<file path="src/mexp_pkg.sv">
// package for the modular exponentiation block
// widths, register map and sequencer state type; no dependencies
`timescale 1ns / 1ps
`default_nettype none
package mexp_pkg;
    localparam int MOD_WIDTH   = 31;
    localparam int FIELD_WIDTH = 63;
    localparam int DATA_WIDTH  = 32;
    localparam int ADDR_WIDTH  = 3;
    localparam int RCNT_WIDTH  = $clog2(FIELD_WIDTH);
    localparam int MCNT_WIDTH  = $clog2(MOD_WIDTH);

    localparam logic [MOD_WIDTH-1:0] MODULUS_RESET = 31'd1000000007;
    localparam logic                 REG_MODULUS   = 1'b0;

    typedef enum logic [4:0] {
        S_IDLE   = 5'b00001,
        S_REDUCE = 5'b00010,
        S_CHECK  = 5'b00100,
        S_MUL    = 5'b01000,
        S_SQR    = 5'b10000
    } t_state;
endpackage
`default_nettype wire

</file>
<file path="src/mexp_modmul.sv">
// bit-serial interleaved modular multiplier, one multiplier bit per cycle
// depends on mexp_pkg
`timescale 1ns / 1ps
`default_nettype none
module mexp_modmul (
    input  wire logic                          i_clk,
    input  wire logic                          i_rst_n,
    input  wire logic                          i_start,
    input  wire logic [mexp_pkg::MOD_WIDTH-1:0] i_a,
    input  wire logic [mexp_pkg::MOD_WIDTH-1:0] i_b,
    input  wire logic [mexp_pkg::MOD_WIDTH-1:0] i_mod,
    output logic                               o_done,
    output logic [mexp_pkg::MOD_WIDTH-1:0]     o_product
);
    import mexp_pkg::*;

    logic [MOD_WIDTH-1:0]  r_acc, n_acc;
    logic [MOD_WIDTH-1:0]  r_b;
    logic [MCNT_WIDTH-1:0] r_cnt;
    logic                  r_run;
    logic                  r_done;
    logic [MOD_WIDTH:0]    w_dbl;
    logic [MOD_WIDTH:0]    w_sum;
    logic [MOD_WIDTH-1:0]  w_dbl_red;

    // double then add, each followed by one conditional subtract
    always_comb begin
        w_dbl     = {r_acc, 1'b0};
        w_dbl_red = (w_dbl >= {1'b0, i_mod}) ? MOD_WIDTH'(w_dbl - {1'b0, i_mod})
                                              : w_dbl[MOD_WIDTH-1:0];
        w_sum     = {1'b0, w_dbl_red} + (r_b[MOD_WIDTH-1] ? {1'b0, i_a} : '0);
        n_acc     = (w_sum >= {1'b0, i_mod}) ? MOD_WIDTH'(w_sum - {1'b0, i_mod})
                                              : w_sum[MOD_WIDTH-1:0];
    end

    always_ff @(posedge i_clk) begin
        if (!i_rst_n) begin
            r_run  <= 1'b0;
            r_done <= 1'b0;
            r_cnt  <= '0;
        end else begin
            r_done <= 1'b0;
            if (i_start) begin
                r_run <= 1'b1;
                r_cnt <= MCNT_WIDTH'(MOD_WIDTH - 1);
            end else if (r_run) begin
                r_cnt <= r_cnt - 1'b1;
                if (r_cnt == '0) begin
                    r_run  <= 1'b0;
                    r_done <= 1'b1;
                end
            end
        end
    end

    always_ff @(posedge i_clk) begin
        if (i_start) begin
            r_acc <= '0;
            r_b   <= i_b;
        end else if (r_run) begin
            r_acc <= n_acc;
            r_b   <= {r_b[MOD_WIDTH-2:0], 1'b0};
        end
    end

    assign o_done    = r_done;
    assign o_product = r_acc;

    a_done_after_run: assert property (@(posedge i_clk) disable iff (!i_rst_n)
        r_done |-> $past(r_run)) else $error("product strobe without a running multiply");
    a_product_reduced: assert property (@(posedge i_clk) disable iff (!i_rst_n)
        r_done |-> r_acc < i_mod) else $error("product not reduced");
    a_no_restart: assert property (@(posedge i_clk) disable iff (!i_rst_n)
        r_run |-> !i_start) else $error("multiply restarted while running");
endmodule
`default_nettype wire

</file>
<file path="src/modular_exponentiation.sv">
// modular exponentiation top level: apb modulus register, base reduction, square-and-multiply
// depends on mexp_pkg and mexp_modmul
`timescale 1ns / 1ps
`default_nettype none
// A transaction is taken when start is high and busy is low; o_done is high for a single
// cycle with the result on o_power_result and cannot be held off. The base is first reduced
// one bit per cycle, then each exponent bit up to the highest set one costs a square and,
// when set, a multiply, each done by the shared bit-serial modular multiplier. A zero
// exponent gives 1 for every modulus; a modulus of zero behaves like a modulus of one.
module modular_exponentiation (
    input  wire logic                            i_clk,
    input  wire logic                            i_rst_n,
    input  wire logic                            start,
    output logic                                 busy,
    input  wire logic [mexp_pkg::FIELD_WIDTH-1:0] i_base_value,
    input  wire logic [mexp_pkg::FIELD_WIDTH-1:0] i_exponent,
    output logic                                 o_done,
    output logic [mexp_pkg::MOD_WIDTH-1:0]       o_power_result,
    input  wire logic                            psel,
    input  wire logic                            penable,
    input  wire logic                            pwrite,
    input  wire logic [mexp_pkg::ADDR_WIDTH-1:0] paddr,
    input  wire logic [mexp_pkg::DATA_WIDTH-1:0] pwdata,
    output logic [mexp_pkg::DATA_WIDTH-1:0]      prdata,
    output logic                                 pready
);
    import mexp_pkg::*;

    t_state                 r_state;
    logic [MOD_WIDTH-1:0]   r_modulus;
    logic [MOD_WIDTH-1:0]   w_mod;
    logic [FIELD_WIDTH-1:0] r_base;
    logic [FIELD_WIDTH-1:0] r_exp;
    logic [RCNT_WIDTH-1:0]  r_cnt;
    logic [MOD_WIDTH-1:0]   r_sq, n_sq_red;
    logic [MOD_WIDTH-1:0]   r_acc;
    logic                   r_mm_start;
    logic                   r_done;
    logic [MOD_WIDTH-1:0]   r_result;
    logic [MOD_WIDTH:0]     w_shift;
    logic                   w_mm_done;
    logic [MOD_WIDTH-1:0]   w_mm_a;
    logic [MOD_WIDTH-1:0]   w_product;
    logic                   w_cfg_wr;

    assign pready   = 1'b1;
    assign w_cfg_wr = psel && penable && pwrite && (paddr[2] == REG_MODULUS);
    assign prdata   = (paddr[2] == REG_MODULUS) ? {1'b0, r_modulus} : '0;

    always_ff @(posedge i_clk) begin
        if (!i_rst_n) begin
            r_modulus <= MODULUS_RESET;
        end else if (w_cfg_wr) begin
            r_modulus <= pwdata[MOD_WIDTH-1:0];
        end
    end

    assign w_mod = (r_modulus == '0) ? MOD_WIDTH'(1) : r_modulus;

    // base reduction step: shift in one base bit, subtract once
    always_comb begin
        w_shift  = {r_sq, r_base[FIELD_WIDTH-1]};
        n_sq_red = (w_shift >= {1'b0, w_mod}) ? MOD_WIDTH'(w_shift - {1'b0, w_mod})
                                               : w_shift[MOD_WIDTH-1:0];
    end

    assign w_mm_a = (r_state == S_MUL) ? r_acc : r_sq;

    mexp_modmul u_modmul (
        .i_clk     (i_clk),
        .i_rst_n   (i_rst_n),
        .i_start   (r_mm_start),
        .i_a       (w_mm_a),
        .i_b       (r_sq),
        .i_mod     (w_mod),
        .o_done    (w_mm_done),
        .o_product (w_product)
    );

    always_ff @(posedge i_clk) begin
        if (!i_rst_n) begin
            r_state    <= S_IDLE;
            r_mm_start <= 1'b0;
            r_done     <= 1'b0;
        end else begin
            r_mm_start <= 1'b0;
            r_done     <= 1'b0;
            unique case (r_state)
                S_IDLE: begin
                    if (start) begin
                        r_state <= S_REDUCE;
                    end
                end
                S_REDUCE: begin
                    if (r_cnt == '0) begin
                        r_state <= S_CHECK;
                    end
                end
                S_CHECK: begin
                    if (r_exp == '0) begin
                        r_done  <= 1'b1;
                        r_state <= S_IDLE;
                    end else begin
                        r_mm_start <= 1'b1;
                        r_state    <= r_exp[0] ? S_MUL : S_SQR;
                    end
                end
                S_MUL: begin
                    if (w_mm_done) begin
                        r_mm_start <= 1'b1;
                        r_state    <= S_SQR;
                    end
                end
                S_SQR: begin
                    if (w_mm_done) begin
                        r_state <= S_CHECK;
                    end
                end
                default: r_state <= S_IDLE;
            endcase
        end
    end

    always_ff @(posedge i_clk) begin
        case (r_state)
            S_IDLE: begin
                r_base <= i_base_value;
                r_exp  <= i_exponent;
                r_cnt  <= RCNT_WIDTH'(FIELD_WIDTH - 1);
                r_sq   <= '0;
                r_acc  <= MOD_WIDTH'(1);
            end
            S_REDUCE: begin
                r_sq   <= n_sq_red;
                r_base <= {r_base[FIELD_WIDTH-2:0], 1'b0};
                r_cnt  <= r_cnt - 1'b1;
            end
            S_CHECK: begin
                r_result <= r_acc;
            end
            S_MUL: begin
                if (w_mm_done) begin
                    r_acc <= w_product;
                end
            end
            S_SQR: begin
                if (w_mm_done) begin
                    r_sq  <= w_product;
                    r_exp <= {1'b0, r_exp[FIELD_WIDTH-1:1]};
                end
            end
            default: ;
        endcase
    end

    assign busy           = (r_state != S_IDLE);
    assign o_done         = r_done;
    assign o_power_result = r_result;

    a_done_from_check: assert property (@(posedge i_clk) disable iff (!i_rst_n)
        r_done |-> $past(r_state == S_CHECK)) else $error("result strobe outside check step");
    a_result_reduced: assert property (@(posedge i_clk) disable iff (!i_rst_n)
        (r_done && w_mod != MOD_WIDTH'(1)) |-> r_result < w_mod)
        else $error("result not reduced");
    a_accept_busy: assert property (@(posedge i_clk) disable iff (!i_rst_n)
        (start && !busy) |=> busy) else $error("accepted transaction did not start");
    a_mm_only_in_op: assert property (@(posedge i_clk) disable iff (!i_rst_n)
        w_mm_done |-> (r_state == S_MUL || r_state == S_SQR))
        else $error("multiplier finished outside a multiply step");
endmodule
`default_nettype wire
</file>
<file path="config.mk">
export PLATFORM = sky130hd
export DESIGN_NAME = modular_exponentiation
export DESIGN_NICKNAME = d
export VERILOG_FILES = /design/src/mexp_pkg.sv /design/src/mexp_modmul.sv /design/src/modular_exponentiation.sv
export SDC_FILE = /design/constraint.sdc
export NUM_CORES = 1
export LEC_CHECK = 0
export BUFFER_PORTS_ARGS = -buffer_cell sky130_fd_sc_hd__buf_4
export CAP_MARGIN = 20
export CORE_MARGIN = 3
export CORE_UTILIZATION = 40
export DETAILED_ROUTE_END_ITERATION = 16
export PLACE_DENSITY_LB_ADDON = 0.12
export SETUP_SLACK_MARGIN = 0.02
export SLEW_MARGIN = 0
export SYNTH_ARGS = -nofsm -noshare
export SYNTH_HDL_FRONTEND = slang
export SYNTH_SLANG_ARGS = --single-unit
</file>
<file path="constraint.sdc">
create_clock -name i_clk -period 17.3 [get_ports i_clk]
set_input_delay 4.325 -clock i_clk [delete_from_list [all_inputs] [get_ports i_clk]]
set_output_delay 4.325 -clock i_clk [all_outputs]
set_load 0.005 [all_outputs]
</file>
==> results of run 1 <==
==> cells by family (layout without fill, tap and decap cells) <==
kind of cell | after synthesis | in the layout | synth area share
simple gates | 966 | 966 | 0.197
compound gates | 523 | 523 | 0.164
flops | 332 | 332 | 0.439
buf+inv | 177 | 393 | 0.0341
fa+ha+maj | 132 | 132 | 0.0802
xor+xnor | 115 | 115 | 0.0480
mux | 76 | 76 | 0.0381
other cells | 2 | 2 | 0.000358
==> final timing paths <==
kind,start,to,slack [ns],depth (start not counted)
hold / removal,r_acc[3]$_SDFFCE_PP0P_,o_power_result[3]$_DFFE_PN_,0.45,0
hold reg to reg,r_acc[3]$_SDFFCE_PP0P_,o_power_result[3]$_DFFE_PN_,0.45,0
setup / recovery,r_modulus[1]$_SDFFE_PN1P_,u_modmul.o_product[2]$_SDFFE_PP0P_,7.04,36
setup reg to reg,r_modulus[1]$_SDFFE_PN1P_,u_modmul.o_product[2]$_SDFFE_PP0P_,7.04,36
==> per-stage QoR <==
| step | total power, W | utilization | setup WS, ns | cell area [sq um] | hold slack [ns] |
|---|---|---|---|---|---|
| after floorplan | 0.00334 | - | 8.32 | 21000 | 0.426 |
| after global placement | 0.00391 | 0.451 | 7.23 | 23300 | 0.436 |
| after detailed placement | 0.00396 | 0.452 | 7.17 | 23300 | 0.438 |
| after CTS | 0.00483 | 0.477 | 7.14 | 24600 | 0.451 |
| after global routing | 0.00521 | 0.477 | 6.49 | 24600 | 0.461 |
| final | 0.00484 | 0.477 | 7.04 | 24600 | 0.448 |
==> synth_stat cells, types with 6 or more instances <==
cell type    n
and2_1      39
nand2b_1    12
a211oi_1    35
dfxtp_1     76
a21o_1      54
nor2b_1     15
o21ai_1     27
mux2i_1     45
o21a_1      18
nand3_1     24
ha_1       128
mux2_2      31
a31o_2       7
xnor2_1     75
o21ai_0     95
inv_1       73
xor2_1      40
a21oi_1    128
a31oi_1     16
nor4_1      27
edfxtp_1   256
nor2_1     147
nor3_1      26
o21bai_1    15
o31ai_1      9
nand2_1    613
o211ai_1    22
a21boi_0    35
clkbuf_1    89
a211o_1      6
nand4_1     22
and3_1      15
==> power groups by stage <==
stage | sequential [W] | clock [W] | combinational, W
3_5_place_dp | 0.00146 | 0 | 0.00251
2_1_floorplan | 0.00137 | 0 | 0.00197
6_report | 0.00144 | 0.000842 | 0.00255
4_1_cts | 0.00144 | 0.000868 | 0.00252
5_1_grt | 0.00148 | 0.000893 | 0.00284
3_3_place_gp | 0.00145 | 0 | 0.00246
==> worst max-delay path, delay by kind of cell, from the launching register on <==
kind | cells | cell delay [ns]
flip-flops | 1 | 0.61
buffers and inverters | 2 | 0.80
multiplexers | 2 | 0.46
XOR/XNOR | 1 | 0.24
adder cells (fa/ha/maj) | 3 | 1.14
AO/OA/AOI/OAI | 15 | 4.38
AND/OR/NAND/NOR | 13 | 2.37
==> final cells by class <==
class	instances	area, sq um
multi-input combinational	1814	11100
timing repair buffer	247	1890
tap	680	851
clock inverter	21	238
sequential	332	9210
clock buffer	52	1060
inverter	73	274
fill	4977	27000
==> sequential cells by signal, indices dropped and copies added (netlist names) <==
signal              cells
r_acc                  31
u_modmul.r_b           31
u_modmul.r_cnt          5
o_done                  1
r_sq                   31
r_mm_start              1
r_cnt                   6
u_modmul.r_run          1
o_power_result         31
u_modmul.o_product     31
r_base                 63
r_exp                  63
r_state                 5
r_modulus              31
u_modmul.o_done         1
==> layer usage <==
| layer | part of all wire | track usage | up-vias | wire length [um] |
|---|---|---|---|---|
| li1 | - | - | 8630 | - |
| met1 | 0.46 | 0.311 | 8354 | 29300 |
| met2 | 0.45 | 0.354 | 487 | 28600 |
| met3 | 0.063 | 0.0390 | 79 | 3960 |
| met4 | 0.021 | 0.0586 | 4 | 1360 |
| met5 | 0.00044 | 0 | - | 28 |
==> flow_metrics.tcl, run 1 <==
set metrics [dict create \
    status "completed" \
    synth_cells 2323 \
    timing.final.crit_share 0.593 \
    dp_cells 3146 \
    clkPwrFrac 0.174 \
    grt_max_degree 95 \
    fin_crit_ns 10.26 \
    h-tree-depth 2 \
    core_sq_um 51600 \
    drive_gt1_frac 0.145 \
    clock_latency_ns 0.57 \
    slowest_delay_ns 0.62 \
    antenna_found_initial 2 \
    setup_violations 0 \
    yosys-top-cells-area "edfxtp_1 (37%), nand2_1 (11%), ha_1 (7.6%)" \
    swShare 0.432 \
    critPathMaxFanout 62 \
    cap_violations 0 \
    initial_core_util 0.406 \
    die-area_sq_um 55200 \
    vias 17554 \
    synth_top_area_frac 0.367 \
    min_path_type "reg2reg" \
    ys_ff_latch 332 \
    io_buffer_count 227 \
    max_slew_margin 0.285 \
    numCtsBuffers 40 \
    cts_tree "done" \
    clockBufferDepth 3 \
    ys.flop_type "edfxtp_1" \
    worstPathRequired_ns 17.71 \
    hpwl_um 46900 \
    cp.arrival_ns 10.67 \
    drcViolationCount 0 \
    syn_nets 2622 \
    firstDrtPassIters 5 \
    ys_warn_count 0 \
    setup-tns-final_ns 0 \
    mostFrequentLayoutCell "nand2_1" \
    post-cts-setup-buffer-count 0 \
    yosysSeqAreaShare 0.439 \
    grt_pass1_wl_um 97100 \
    combPwrFrac 0.528 \
    synth_cell_types 78 \
    die_w_um 235 \
    internal-power_w 0.00275 \
    max_freq_mhz 97.5 \
    slowest_stage "o31ai_1" \
    drv_slew 0 \
    layout.cells.non_filler 3219 \
    hold_viol 0 \
    async_flop_share 0 \
    p_seq_frac 0.298 \
    die_h_um 235 \
    critical_path_class "reg2reg" \
    cp-start-kind "register" \
    vdd_drop_max_uv 81.6 \
    antenna_left 0 \
    grt_pass1_vias 17048 \
    holdBufCountCts 0 \
    p_leak_nw 10.5 \
    ioPinCount 233 \
    switching_power_w 0.00209 \
    power_density_nw_per_um2 196 \
    cts_root_buf "clkbuf_16" \
    first_iter_violations 1575 \
    antenna_cells 0 \
    post_drt_wl_per_cell_um 19.6 \
    area_delta_synth_final_pct 17.5 \
    clock-sinks 332 \
    grt_overflow 0 \
    avgViaCountPerCell 5.45 \
    avgSynthCellArea_sq_um 9.03 \
    clkTransAtPathRegs_ns 0.06 \
    netlist_area_sq_um 21000 \
    end_kind "register" \
    clock_skew_ns 0.0233 \
    track_usage 0.222 \
    synth-edff-count 256 \
    cts_resized 0 \
    worstMarginPinSlew_ns 1.07 \
    num_rows 83 \
    rsz0062_at_grt "false" \
    totalWireLength_um 63200 \
    path_common_cell "o21ai_0" \
    synth_area_leader_cell "edfxtp_1" \
    gp_congestion 0.914 \
    layout.nets 2807 \
    final_cell_mix "nand2_1 (611), edfxtp_1 (256), buf_4 (245)" \
]
No activity file was read; power rests on OpenSTA's default activity.
==> run 2, diff against run 1 <==
clock period = 10 ns   (was 17.3 ns; I/O delays follow)
==> run 2 against run 1 <==
  * Non-clock buffer count rose by 8
  * Cell count rose by 0.22%
  * Via count rose by 0.31%
  * Critical path type unchanged
  * Highest routed layer unchanged
==> flow_metrics.tcl, run 2 (synthesis results as in run 1) <==
set metrics [dict create \
    clock_latency_ns 0.58 \
    clock_skew_ns 0.0280 \
    antenna_left 0 \
    cap_violations 0 \
    postPlaceCellArea_sq_um 23400 \
    fin_ws_ns 0.755 \
    power_density_nw_per_um2 339 \
    clkTransAtPathRegs_ns 0.06 \
    area_delta_synth_final_pct 17.6 \
    critPathMaxFanout 36 \
    ioPinCount 233 \
    io_buffer_count 227 \
    clock-sinks 332 \
    core_sq_um 51600 \
    reg.largest.list "r_base (63), r_exp (63)" \
    num_rows 83 \
    drv_slew 0 \
    totalWireLength_um 63900 \
    grt_overflow 0 \
    status "completed" \
    track_usage 0.225 \
    setup_violations 0 \
    timing.hold.worst.start "r_acc[5]$_SDFFCE_PP0P_" \
    slowest_delay_ns 0.58 \
    timing.final.crit_share 0.925 \
    mostFrequentLayoutCell "nand2_1" \
    cp.arrival_ns 9.65 \
    critical_path_class "reg2reg" \
    cp-start-kind "register" \
    drive_gt1_frac 0.147 \
    clockBufferDepth 3 \
    setup-tns-final_ns 0 \
    r2r_slack_ns 0.75 \
    firstDrtPassIters 5 \
    antenna_found_initial 3 \
    r2r_end "u_modmul.o_product[9]$_SDFFE_PP0P_" \
    p_leak_nw 10.5 \
    hpwl_um 47600 \
    min_path_type "reg2reg" \
    initial_core_util 0.406 \
    crit_path_end "u_modmul.o_product[9]$_SDFFE_PP0P_" \
    antenna_cells 0 \
    avgViaCountPerCell 5.46 \
    gp_congestion 0.905 \
    die_w_um 235 \
    reg2regPathDepth 38 \
    slowest_stage "dfxtp_1" \
    final_cell_mix "nand2_1 (611), edfxtp_1 (256), buf_4 (252)" \
    vias 17608 \
    nFillCells 4988 \
    h-tree-depth 2 \
    r2r-start "r_modulus[1]$_SDFFE_PN1P_" \
    max_slew_margin 0.304 \
    max_freq_mhz 108 \
    rsz0062_at_grt "false" \
    holdBufCountCts 0 \
    grt_max_degree 95 \
    worstMarginPinSlew_ns 1.04 \
    stdcell_area_sq_um 24700 \
    grt_pass1_wl_um 98300 \
    hold_viol 0 \
    vdd_drop_max_uv 173 \
    fin_crit_ns 9.25 \
    first_iter_violations 1647 \
    grt_pass1_vias 17091 \
    end_kind "register" \
    numCtsBuffers 40 \
    worstSetupStartpoint "r_modulus[1]$_SDFFE_PN1P_" \
    pre_cts_slack_ns 0.619 \
    drcViolationCount 0 \
    cts_root_buf "clkbuf_16" \
    worstPathRequired_ns 10.40 \
    cts_tree "done" \
    layout.nets 2815 \
    hold_ws_ns 0.450 \
    power_w 0.00838 \
    die-area_sq_um 55200 \
    die_h_um 235 \
    post_drt_wl_per_cell_um 19.8 \
]
==> run 2: changes by cell type in the layout (fill, tap and decap cells not counted), moves of 2 or more <==
cell and change:
buf_4 +7, clkinv_2 -4, buf_12 +2, clkinv_1 +2, inv_6 +2
==> run 2: critical path: cells and delay by family (launching register included) <==
kind	cells	cell delay, ns
AO/OA/AOI/OAI	17	3.94
AND/OR/NAND/NOR	13	2.31
adder cells (fa/ha/maj)	3	1.11
buffers and inverters	4	0.83
flip-flops	1	0.58
XOR/XNOR	1	0.23
==> run 2: repair_timing <==
action / 4_1_cts / 5_1_grt
endpoints found under the setup margin: 0 / 9
setup buffers: 0 / 0
gates resized for setup: 0 / 1
==> run 2: layout make-up <==
cell class                 count  area, sq um  share of cell area
clock buffer                  53         1090              0.0442
clock inverter                19          174             0.00705
inverter                      73          274              0.0111
multi-input combinational   1814        11100               0.450
sequential                   332         9210               0.373
tap                          680          851              0.0345
timing repair buffer         255         1960              0.0794
==> run 2: how the worst min path moves through the flow <==
stage	end	slack (ns)	depth (start not counted)
final	o_power_result[5]$_DFFE_PN_	0.45	0
after global routing	o_power_result[13]$_DFFE_PN_	0.47	0
after CTS	o_power_result[5]$_DFFE_PN_	0.45	0
after detailed placement	o_power_result[27]$_DFFE_PN_	0.44	0
after global placement	o_power_result[15]$_DFFE_PN_	0.44	0
after floorplan	o_power_result[1]$_DFFE_PN_	0.43	0
==> run 2: per-layer routing <==
layer | track usage | routed length (um) | part of all wire
met2 | 0.362 | 29000 | 0.45
met3 | 0.0365 | 4010 | 0.063
met5 | 0 | 40 | 0.00063
met1 | 0.317 | 29500 | 0.46
met4 | 0.0571 | 1290 | 0.020
==> run 2: power by group <==
group	switching, W	leakage, nW	internal, W
Sequential	0.000361	3.13	0.00214
Combinational	0.00265	6.75	0.00179
Clock	0.000593	0.621	0.000845
==> run 2: metrics by stage <==
step	cells	utilization
2_1_floorplan	2323	-
3_3_place_gp	3152	0.453
3_5_place_dp	3154	0.454
4_1_cts	3226	0.478
5_1_grt	3226	0.478
6_report	3226	0.478
